## src/cdte_pkg.sv

```systemverilog
// Types, constants and lookup functions of the date to epoch converter.
// Used by cdte_days and civil_datetime_to_epoch_ms; depends on nothing.
package cdte_pkg;

  localparam int YearW   = 14;
  localparam int MonthW  = 4;
  localparam int DayW    = 5;
  localparam int HourW   = 5;
  localparam int MinW    = 6;
  localparam int SecW    = 6;
  localparam int MsW     = 10;
  localparam int InDataW = 56;
  localparam int EpochW  = 49;
  localparam int OutDataW = 56;

  localparam int DayNumW = 23;
  localparam int SodW    = 17;
  localparam int SodMsW  = 27;
  localparam int OffDayW = 9;
  localparam int QuotW   = 8;

  localparam int YearMax     = 9999;
  localparam int MonthMax    = 12;
  localparam int MonthFeb    = 2;
  localparam int MonthMar    = 3;
  localparam int LeapDay     = 29;
  localparam int Recip100    = 5243;
  localparam int RecipShift  = 19;
  localparam int Days4Years  = 1461;
  localparam int MarchShift  = 306;
  localparam int EpochDay    = 719163;
  localparam int SecPerHour  = 3600;
  localparam int SecPerMin   = 60;
  localparam int MsPerSec    = 1000;
  localparam int Century     = 100;
  localparam logic signed [27:0] MsPerDay = 28'sd86400000;

  typedef struct packed {
    logic [MsW-1:0]    millisecond;
    logic [SecW-1:0]   second;
    logic [MinW-1:0]   minute;
    logic [HourW-1:0]  hour;
    logic [DayW-1:0]   day;
    logic [MonthW-1:0] month;
    logic [YearW-1:0]  year;
  } cdte_in_t;

  typedef struct packed {
    logic                      ok;
    logic signed [DayNumW-1:0] days;
    logic [SodMsW-1:0]         sodms;
  } cdte_days_t;

  function automatic logic [DayW-1:0] month_len(input logic [MonthW-1:0] m);
    logic [DayW-1:0] r;
    unique case (m)
      4'd1, 4'd3, 4'd5, 4'd7, 4'd8, 4'd10, 4'd12: r = 5'd31;
      4'd4, 4'd6, 4'd9, 4'd11:                     r = 5'd30;
      4'd2:                                        r = 5'd28;
      default:                                     r = 5'd0;
    endcase
    return r;
  endfunction

  function automatic logic [OffDayW-1:0] march_offset(input logic [MonthW-1:0] m);
    logic [OffDayW-1:0] r;
    unique case (m)
      4'd1:    r = 9'd306;
      4'd2:    r = 9'd337;
      4'd4:    r = 9'd31;
      4'd5:    r = 9'd61;
      4'd6:    r = 9'd92;
      4'd7:    r = 9'd122;
      4'd8:    r = 9'd153;
      4'd9:    r = 9'd184;
      4'd10:   r = 9'd214;
      4'd11:   r = 9'd245;
      4'd12:   r = 9'd275;
      default: r = 9'd0;
    endcase
    return r;
  endfunction

endpackage

```

## src/cdte_days.sv

```systemverilog
// First three pipeline stages: date checks, day number and time of day.
// Depends on cdte_pkg; stage enables come from civil_datetime_to_epoch_ms.
module cdte_days (
  input  logic                  clk_i,
  input  logic [2:0]            en_i,
  input  cdte_pkg::cdte_in_t    item_i,
  output cdte_pkg::cdte_days_t  res_o
);
  import cdte_pkg::*;

  logic [YearW-1:0]   year1_q, y1_q;
  logic [OffDayW-1:0] offday1_q;
  logic [SodW-1:0]    sod1_q;
  logic [MsW-1:0]     ms1_q;
  logic               range1_q, daygt1_q, feb29_1_q;

  logic [YearW-1:0]   y1_d;
  logic [OffDayW-1:0] offday1_d;
  logic [SodW-1:0]    sod1_d;
  logic               range1_d, daygt1_d, feb29_1_d;

  always_comb begin
    range1_d = (item_i.year != '0) && (item_i.year <= YearW'(YearMax)) &&
               (item_i.month != '0) && (item_i.month <= MonthW'(MonthMax));
    daygt1_d = item_i.day > month_len(item_i.month);
    feb29_1_d = (item_i.month == MonthW'(MonthFeb)) && (item_i.day == DayW'(LeapDay));
    y1_d = (item_i.month < MonthW'(MonthMar)) ? item_i.year - YearW'(1) : item_i.year;
    offday1_d = march_offset(item_i.month) + OffDayW'(item_i.day);
    sod1_d = SodW'(item_i.hour) * SodW'(SecPerHour) +
             SodW'(item_i.minute) * SodW'(SecPerMin) + SodW'(item_i.second);
  end

  always_ff @(posedge clk_i) begin
    if (en_i[0]) begin
      year1_q   <= item_i.year;
      y1_q      <= y1_d;
      offday1_q <= offday1_d;
      sod1_q    <= sod1_d;
      ms1_q     <= item_i.millisecond;
      range1_q  <= range1_d;
      daygt1_q  <= daygt1_d;
      feb29_1_q <= feb29_1_d;
    end
  end

  // Division by 100 is a multiply by a scaled reciprocal, exact for 14-bit values.
  logic [YearW+12:0]  qy_full, qyear_full;
  logic [YearW+10:0]  quad_full;
  logic [SodMsW-1:0]  sodms2_d;

  assign qy_full    = (YearW+13)'(y1_q) * (YearW+13)'(Recip100);
  assign qyear_full = (YearW+13)'(year1_q) * (YearW+13)'(Recip100);
  assign quad_full  = (YearW+11)'(y1_q) * (YearW+11)'(Days4Years);
  assign sodms2_d   = SodMsW'(sod1_q) * SodMsW'(MsPerSec) + SodMsW'(ms1_q);

  logic [QuotW-1:0]   qy2_q, qyear2_q;
  logic [DayNumW-1:0] quad2_q;
  logic [YearW-1:0]   year2_q;
  logic [OffDayW-1:0] offday2_q;
  logic [SodMsW-1:0]  sodms2_q;
  logic               range2_q, daygt2_q, feb29_2_q;

  always_ff @(posedge clk_i) begin
    if (en_i[1]) begin
      qy2_q     <= qy_full[RecipShift +: QuotW];
      qyear2_q  <= qyear_full[RecipShift +: QuotW];
      quad2_q   <= quad_full[YearW+10:2];
      year2_q   <= year1_q;
      offday2_q <= offday1_q;
      sodms2_q  <= sodms2_d;
      range2_q  <= range1_q;
      daygt2_q  <= daygt1_q;
      feb29_2_q <= feb29_1_q;
    end
  end

  logic [YearW:0]     cent;
  logic               leap;
  logic [DayNumW:0]   days_sum;
  cdte_days_t         res_d, res_q;

  always_comb begin
    cent = (YearW+1)'(qyear2_q) * (YearW+1)'(Century);
    leap = (year2_q[1:0] == 2'b00) &&
           (({1'b0, year2_q} != cent) || (qyear2_q[1:0] == 2'b00));
    days_sum = (DayNumW+1)'(quad2_q) - (DayNumW+1)'(qy2_q) +
               (DayNumW+1)'(qy2_q[QuotW-1:2]) + (DayNumW+1)'(offday2_q) -
               (DayNumW+1)'(MarchShift + EpochDay);
    res_d.ok    = range2_q && (!daygt2_q || (feb29_2_q && leap));
    res_d.days  = signed'(days_sum[DayNumW-1:0]);
    res_d.sodms = sodms2_q;
  end

  always_ff @(posedge clk_i) begin
    if (en_i[2]) begin
      res_q <= res_d;
    end
  end

  assign res_o = res_q;

endmodule

```

## src/civil_datetime_to_epoch_ms.sv

```systemverilog
// Top level of the Gregorian date and time to Unix milliseconds converter.
// Depends on cdte_pkg and cdte_days; five-stage pipeline with stream ports.
//
// The slave channel takes one date and time per word; the master channel
// returns one word per input word, in order. The result word carries the
// signed millisecond count since 1970-01-01 00:00:00 UTC in tdata and a
// date-valid flag in tuser. A rejected date (year or month out of range, or
// a day past the end of its month) gives all ones in the count and a zero
// flag.
// One word can be accepted every cycle while the receiver does not stall.
// The five register stages are the date decode, the reciprocal and year
// multiplies, the day-number sum, the multiply by the day length, and the
// final add.
// Reset clears all stage valid bits, so the pipeline comes up empty and
// ready. When the receiver stalls, the result word holds; stages behind it
// keep advancing until they fill any empty slots, and only then does
// s_axis_tready fall.
module civil_datetime_to_epoch_ms (
  input  logic        clk_i,
  input  logic        rst_ni,
  input  logic        s_axis_tvalid,
  output logic        s_axis_tready,
  // year[13:0], month[17:14], day[22:18], hour[27:23], minute[33:28],
  // second[39:34], millisecond[49:40], zero[55:50]
  input  logic [55:0] s_axis_tdata,
  output logic        m_axis_tvalid,
  input  logic        m_axis_tready,
  // epoch_ms[48:0], zero[55:49]
  output logic [55:0] m_axis_tdata,
  // date_valid[0]
  output logic        m_axis_tuser
);
  import cdte_pkg::*;

  localparam int Stages = 5;

  logic [Stages-1:0] valid_q, valid_d, en;

  always_comb begin
    en[Stages-1] = !valid_q[Stages-1] || m_axis_tready;
    for (int k = Stages - 2; k >= 0; k--) begin
      en[k] = !valid_q[k] || en[k+1];
    end
    valid_d[0] = en[0] ? s_axis_tvalid : valid_q[0];
    for (int k = 1; k < Stages; k++) begin
      valid_d[k] = en[k] ? valid_q[k-1] : valid_q[k];
    end
  end

  always_ff @(posedge clk_i or negedge rst_ni) begin
    if (!rst_ni) begin
      valid_q <= '0;
    end else begin
      valid_q <= valid_d;
    end
  end

  cdte_in_t   item;
  cdte_days_t days_res;

  assign item = cdte_in_t'(s_axis_tdata[$bits(cdte_in_t)-1:0]);

  cdte_days u_days (
    .clk_i (clk_i),
    .en_i  (en[2:0]),
    .item_i(item),
    .res_o (days_res)
  );

  logic signed [EpochW:0] prod_full;
  logic [EpochW-1:0]      prod4_q;
  logic [SodMsW-1:0]      sodms4_q;
  logic                   ok4_q;

  assign prod_full = days_res.days * MsPerDay;

  always_ff @(posedge clk_i) begin
    if (en[3]) begin
      prod4_q  <= prod_full[EpochW-1:0];
      sodms4_q <= days_res.sodms;
      ok4_q    <= days_res.ok;
    end
  end

  logic [EpochW-1:0] epoch_d, epoch_q;
  logic              dvalid_q;

  assign epoch_d = ok4_q ? prod4_q + EpochW'(sodms4_q) : '1;

  always_ff @(posedge clk_i) begin
    if (en[4]) begin
      epoch_q  <= epoch_d;
      dvalid_q <= ok4_q;
    end
  end

  assign s_axis_tready = en[0];
  assign m_axis_tvalid = valid_q[Stages-1];
  assign m_axis_tdata  = {(OutDataW-EpochW)'(0), epoch_q};
  assign m_axis_tuser  = dvalid_q;

endmodule

```

## config.mk

```make
export PLATFORM = sky130hd
export DESIGN_NAME = civil_datetime_to_epoch_ms
export DESIGN_NICKNAME = d
export VERILOG_FILES = /design/src/cdte_pkg.sv /design/src/cdte_days.sv /design/src/civil_datetime_to_epoch_ms.sv
export SDC_FILE = /design/constraint.sdc
export NUM_CORES = 2
export LEC_CHECK = 0
export ABC_AREA = 1
export BUFFER_PORTS_ARGS = -buffer_cell sky130_fd_sc_hd__buf_2
export CAP_MARGIN = 10
export CORE_ASPECT_RATIO = 1.4
export CORE_MARGIN = 5
export CORE_UTILIZATION = 30
export CTS_CLUSTER_SIZE = 28
export DETAILED_ROUTE_END_ITERATION = 8
export SLEW_MARGIN = 10
export SYNTH_ARGS = -nofsm -noshare
export SYNTH_HDL_FRONTEND = slang
export SYNTH_SLANG_ARGS = --single-unit
```

## constraint.sdc

```tcl
create_clock -name clk_i -period 5.95 [get_ports clk_i]
set_input_delay 0 -clock clk_i [delete_from_list [all_inputs] [get_ports clk_i]]
set_output_delay 0 -clock clk_i [all_outputs]
set_load 0.005 [all_outputs]
```

==> results.json <==
{
  "status": "finished clean",
  "cts_root_buffer": "clkbuf_16",
  "netlist.area_leader.share_pct": 25.36,
  "synth_top_area_cell": "edfxtp_1",
  "seq_area_frac_synth_pct": 25.68,
  "coreArea_sq_um": 128600,
  "path_class": "reg -> reg",
  "n_fill_cell": 13120,
  "cap_violations": 0,
  "drc": 0,
  "viasPerCell": 4.468,
  "antenna_left": 0,
  "period_share_pct": 88.01,
  "cp.required_ps": 6260,
  "rsz0062_at_grt": "no",
  "clk_path_buf_depth": 3,
  "rows": 156,
  "clock_skew_ps": 33.83,
  "reg2reg_slack_ps": 710,
  "hold_viol_final": 0,
  "finalWirelength_microns": 85160,
  "drive_above_1_share_pct": 6.074,
  "synth-seq-cells": 332,
  "arrival_ps": 5550,
  "maxSlewViolCount": 0,
  "ys.flop_type": "edfxtp_1",
  "syn_inst": 4069,
  "ys_warn_count": 0,
  "slew_headroom_pct": 32.43,
  "synth-adder-area-share_pct": 41.92,
  "first_iter_violations": 1065,
  "synth.mux.area_fraction_pct": 0,
  "die_y_microns": 435.1,
  "fp.dieArea_sq_um": 136500,
  "antenna_found_initial": 1,
  "synth_compound_area_share_pct": 6.029,
  "fin_util_pct": 33.55,
  "hp-class": "in -> reg",
  "area_growth_pct": 11.44,
  "h-tree-depth": 2,
  "finalSetupTns_ps": 0,
  "ctsResizeCount": 0,
  "nNetsFinal": 5374,
  "io_buffers": 105,
  "synth_edf_count": 327,
  "synthXorXnorAreaFrac_pct": 4.161,
  "post-route-cell-area_sq_um": 43160,
  "grt_pass1_vias": 28230,
  "synth_cell_types": 58,
  "register_area_sq_um": 9945,
  "synth_area_leaders": "edfxtp_1 (25%), fa_1 (21%), ha_1 (21%), inv_1 (9.6%), nand2_1 (5.2%)",
  "setup_viol": 0,
  "insertion_delay_ps": 590,
  "first_pass_iters": 5,
  "async_flop_share_pct": 1.506,
  "initial_utilization_pct": 30.11,
  "placed_cell_area_sq_um": 41400,
  "multiInputGateArea_sq_um": 24980,
  "cts_setup_buffers": 0,
  "gp_congestion": 0.9179,
  "grt_start_max_net_pins": 70,
  "pin_count": 119,
  "cp_max_fo": 9,
  "cts_num_sinks": 332,
  "avgSynthCellArea_sq_um": 9.517,
  "detailed_place_hpwl_microns": 74490,
  "critPathLaunchType": "register",
  "min_period_ps": 5237,
  "clk_pin_slew_ps": 60,
  "dieWidth_microns": 313.7,
  "grt_use_total_pct": 12.57,
  "wl_per_cell_microns": 14.30,
  "synthesis.area_sq_um": 38730,
  "cts_buffers": 40,
  "synth-simple-area-share_pct": 12.29,
  "grt.overflow.total": 0,
  "grt_pass1_wl_microns": 141600,
  "synth_top_family_by_area": "adder cells",
  "tightest_slew_ps": 1013,
  "cp-end-kind": "register",
  "max_clock_freq_mhz": 191.0,
  "cts_tree": "built",
  "dr_total_vias": 26620
}
==> path summary, 6_finish.rpt <==
check | from | to | cells after the start
worst max-delay path | u_days.res_o[29] | prod4_q[43] | 22
worst min-delay path | s_axis_tdata[20] | u_days.offday1_q[2] | 3
worst max register to register | u_days.res_o[29] | prod4_q[43] | 22
worst min register to register | u_days.offday1_q[8] | u_days.offday2_q[8] | 0
max in group asynchronous | rst_ni | valid_q[2] | 3
min in group asynchronous | rst_ni | valid_q[1] | 3
==> cell type report <==
| cell class | count | area share (%) |
|---|---|---|
| Antenna cell | 1 | 0.005799 |
| Multi-Input combinational cell | 2731 | 57.88 |
| Clock inverter | 24 | 0.6581 |
| Timing Repair Buffer | 164 | 2.482 |
| Tap cell | 1659 | 4.810 |
| Sequential cell | 332 | 23.04 |
| Clock buffer | 50 | 2.453 |
| Inverter | 996 | 8.672 |
==> placed cells by master, fill, tap and decap left out, types with 9 or more instances in the layout <==
cell type,n
inv_1,990
ha_1,636
nand2_1,535
fa_1,413
edfxtp_1,327
nor2_1,198
a21oi_1,193
nand3_1,160
xor2_1,116
o21ai_0,112
buf_2,105
xnor2_1,68
nor3_1,50
dlygate4sd3_1,41
clkbuf_16,40
nand4_1,30
a21o_1,23
nand2_2,22
or2_2,18
buf_4,18
nor4_1,15
nand3b_1,12
a31oi_1,11
o21a_1,11
o21bai_1,11
o211ai_1,9
==> sequential cells by signal, indices dropped and copies added, names as in the netlist, 9 cells and up <==
register	flops
epoch_q	49
prod4_q	39
sodms4_q	27
u_days.ms1_q	10
u_days.offday1_q	9
u_days.offday2_q	9
u_days.quad2_q	23
u_days.res_o	51
u_days.sod1_q	17
u_days.sodms2_q	27
u_days.y1_q	14
u_days.year1_q	14
u_days.year2_q	14
==> what timing repair did <==
action                                  in CTS  in global routing
hold endpoints to repair                    55                  0
endpoints found under the setup margin       0                  0
hold buffers                                41                  0
==> through the flow <==
step | worst slack [ps] | hold WS [ps] | instances
3_5_place_dp | 769.2 | -177.9 | 5841
3_3_place_gp | 749.5 | -180.4 | 5841
4_1_cts | 718.7 | 5.435 | 5956
5_1_grt | 381.6 | 34.00 | 5957
6_report | 713.3 | 36.14 | 5957
2_1_floorplan | 168.4 | -295.6 | 4075
==> synthesized netlist by cell type, types with 5 or more instances <==
master    count
xor2_1      116
a211oi_1      7
nand3_1     160
edfxtp_1    327
o21ai_0     112
dfrtp_1       5
a21oi_1     193
inv_1       994
xnor2_1      68
nand4_1      30
ha_1        636
nand3_2       5
a21boi_0      8
a21o_1       23
o21a_1       11
buf_4         7
nand2_1     536
o31ai_1       6
nor2_1      198
nor2_2        7
o21ai_1       6
nor4_1       15
o211ai_1      9
or2_2        18
nand2_2      22
o21bai_1     11
clkbuf_1      6
nor2_4        8
nor3_1       50
a31oi_1      11
nand3b_1     12
fa_1        413
==> per-layer routing <==
metal	GRT usage [%]	routed length [microns]	up-vias
met3	1.180	2286	139
met1	14.83	35240	12660
met2	23.72	44670	374
met4	4.262	2968	0
met5	0	0	-
li1	-	-	13440
==> cells by family after synthesis <==
family | count (synthesis)
adder cells (fa/ha/maj) | 1050
other | 1
buffers and inverters | 1012
AND/OR/NAND/NOR | 1077
XOR/XNOR | 184
flip-flops | 332
AO/OA/AOI/OAI | 413
==> worst max-delay path: stages (launching register included) <==
cell	delay, ps
edfxtp_1	600
ha_1	380
inv_1	50
fa_1	470
inv_1	40
ha_1	200
fa_1	480
ha_1	290
inv_1	50
fa_1	530
inv_1	40
ha_1	350
nand2_1	100
o21ai_0	270
nor2_1	110
o21bai_1	300
nand2_1	90
nand2_1	170
nand2_1	100
nand2_1	110
nand3_1	90
nand3_1	90
nand2_1	50
Power is left out: the tool's default activity adds up to more than one toggle a clock period on the data nets, which glitch-free logic cannot reach.
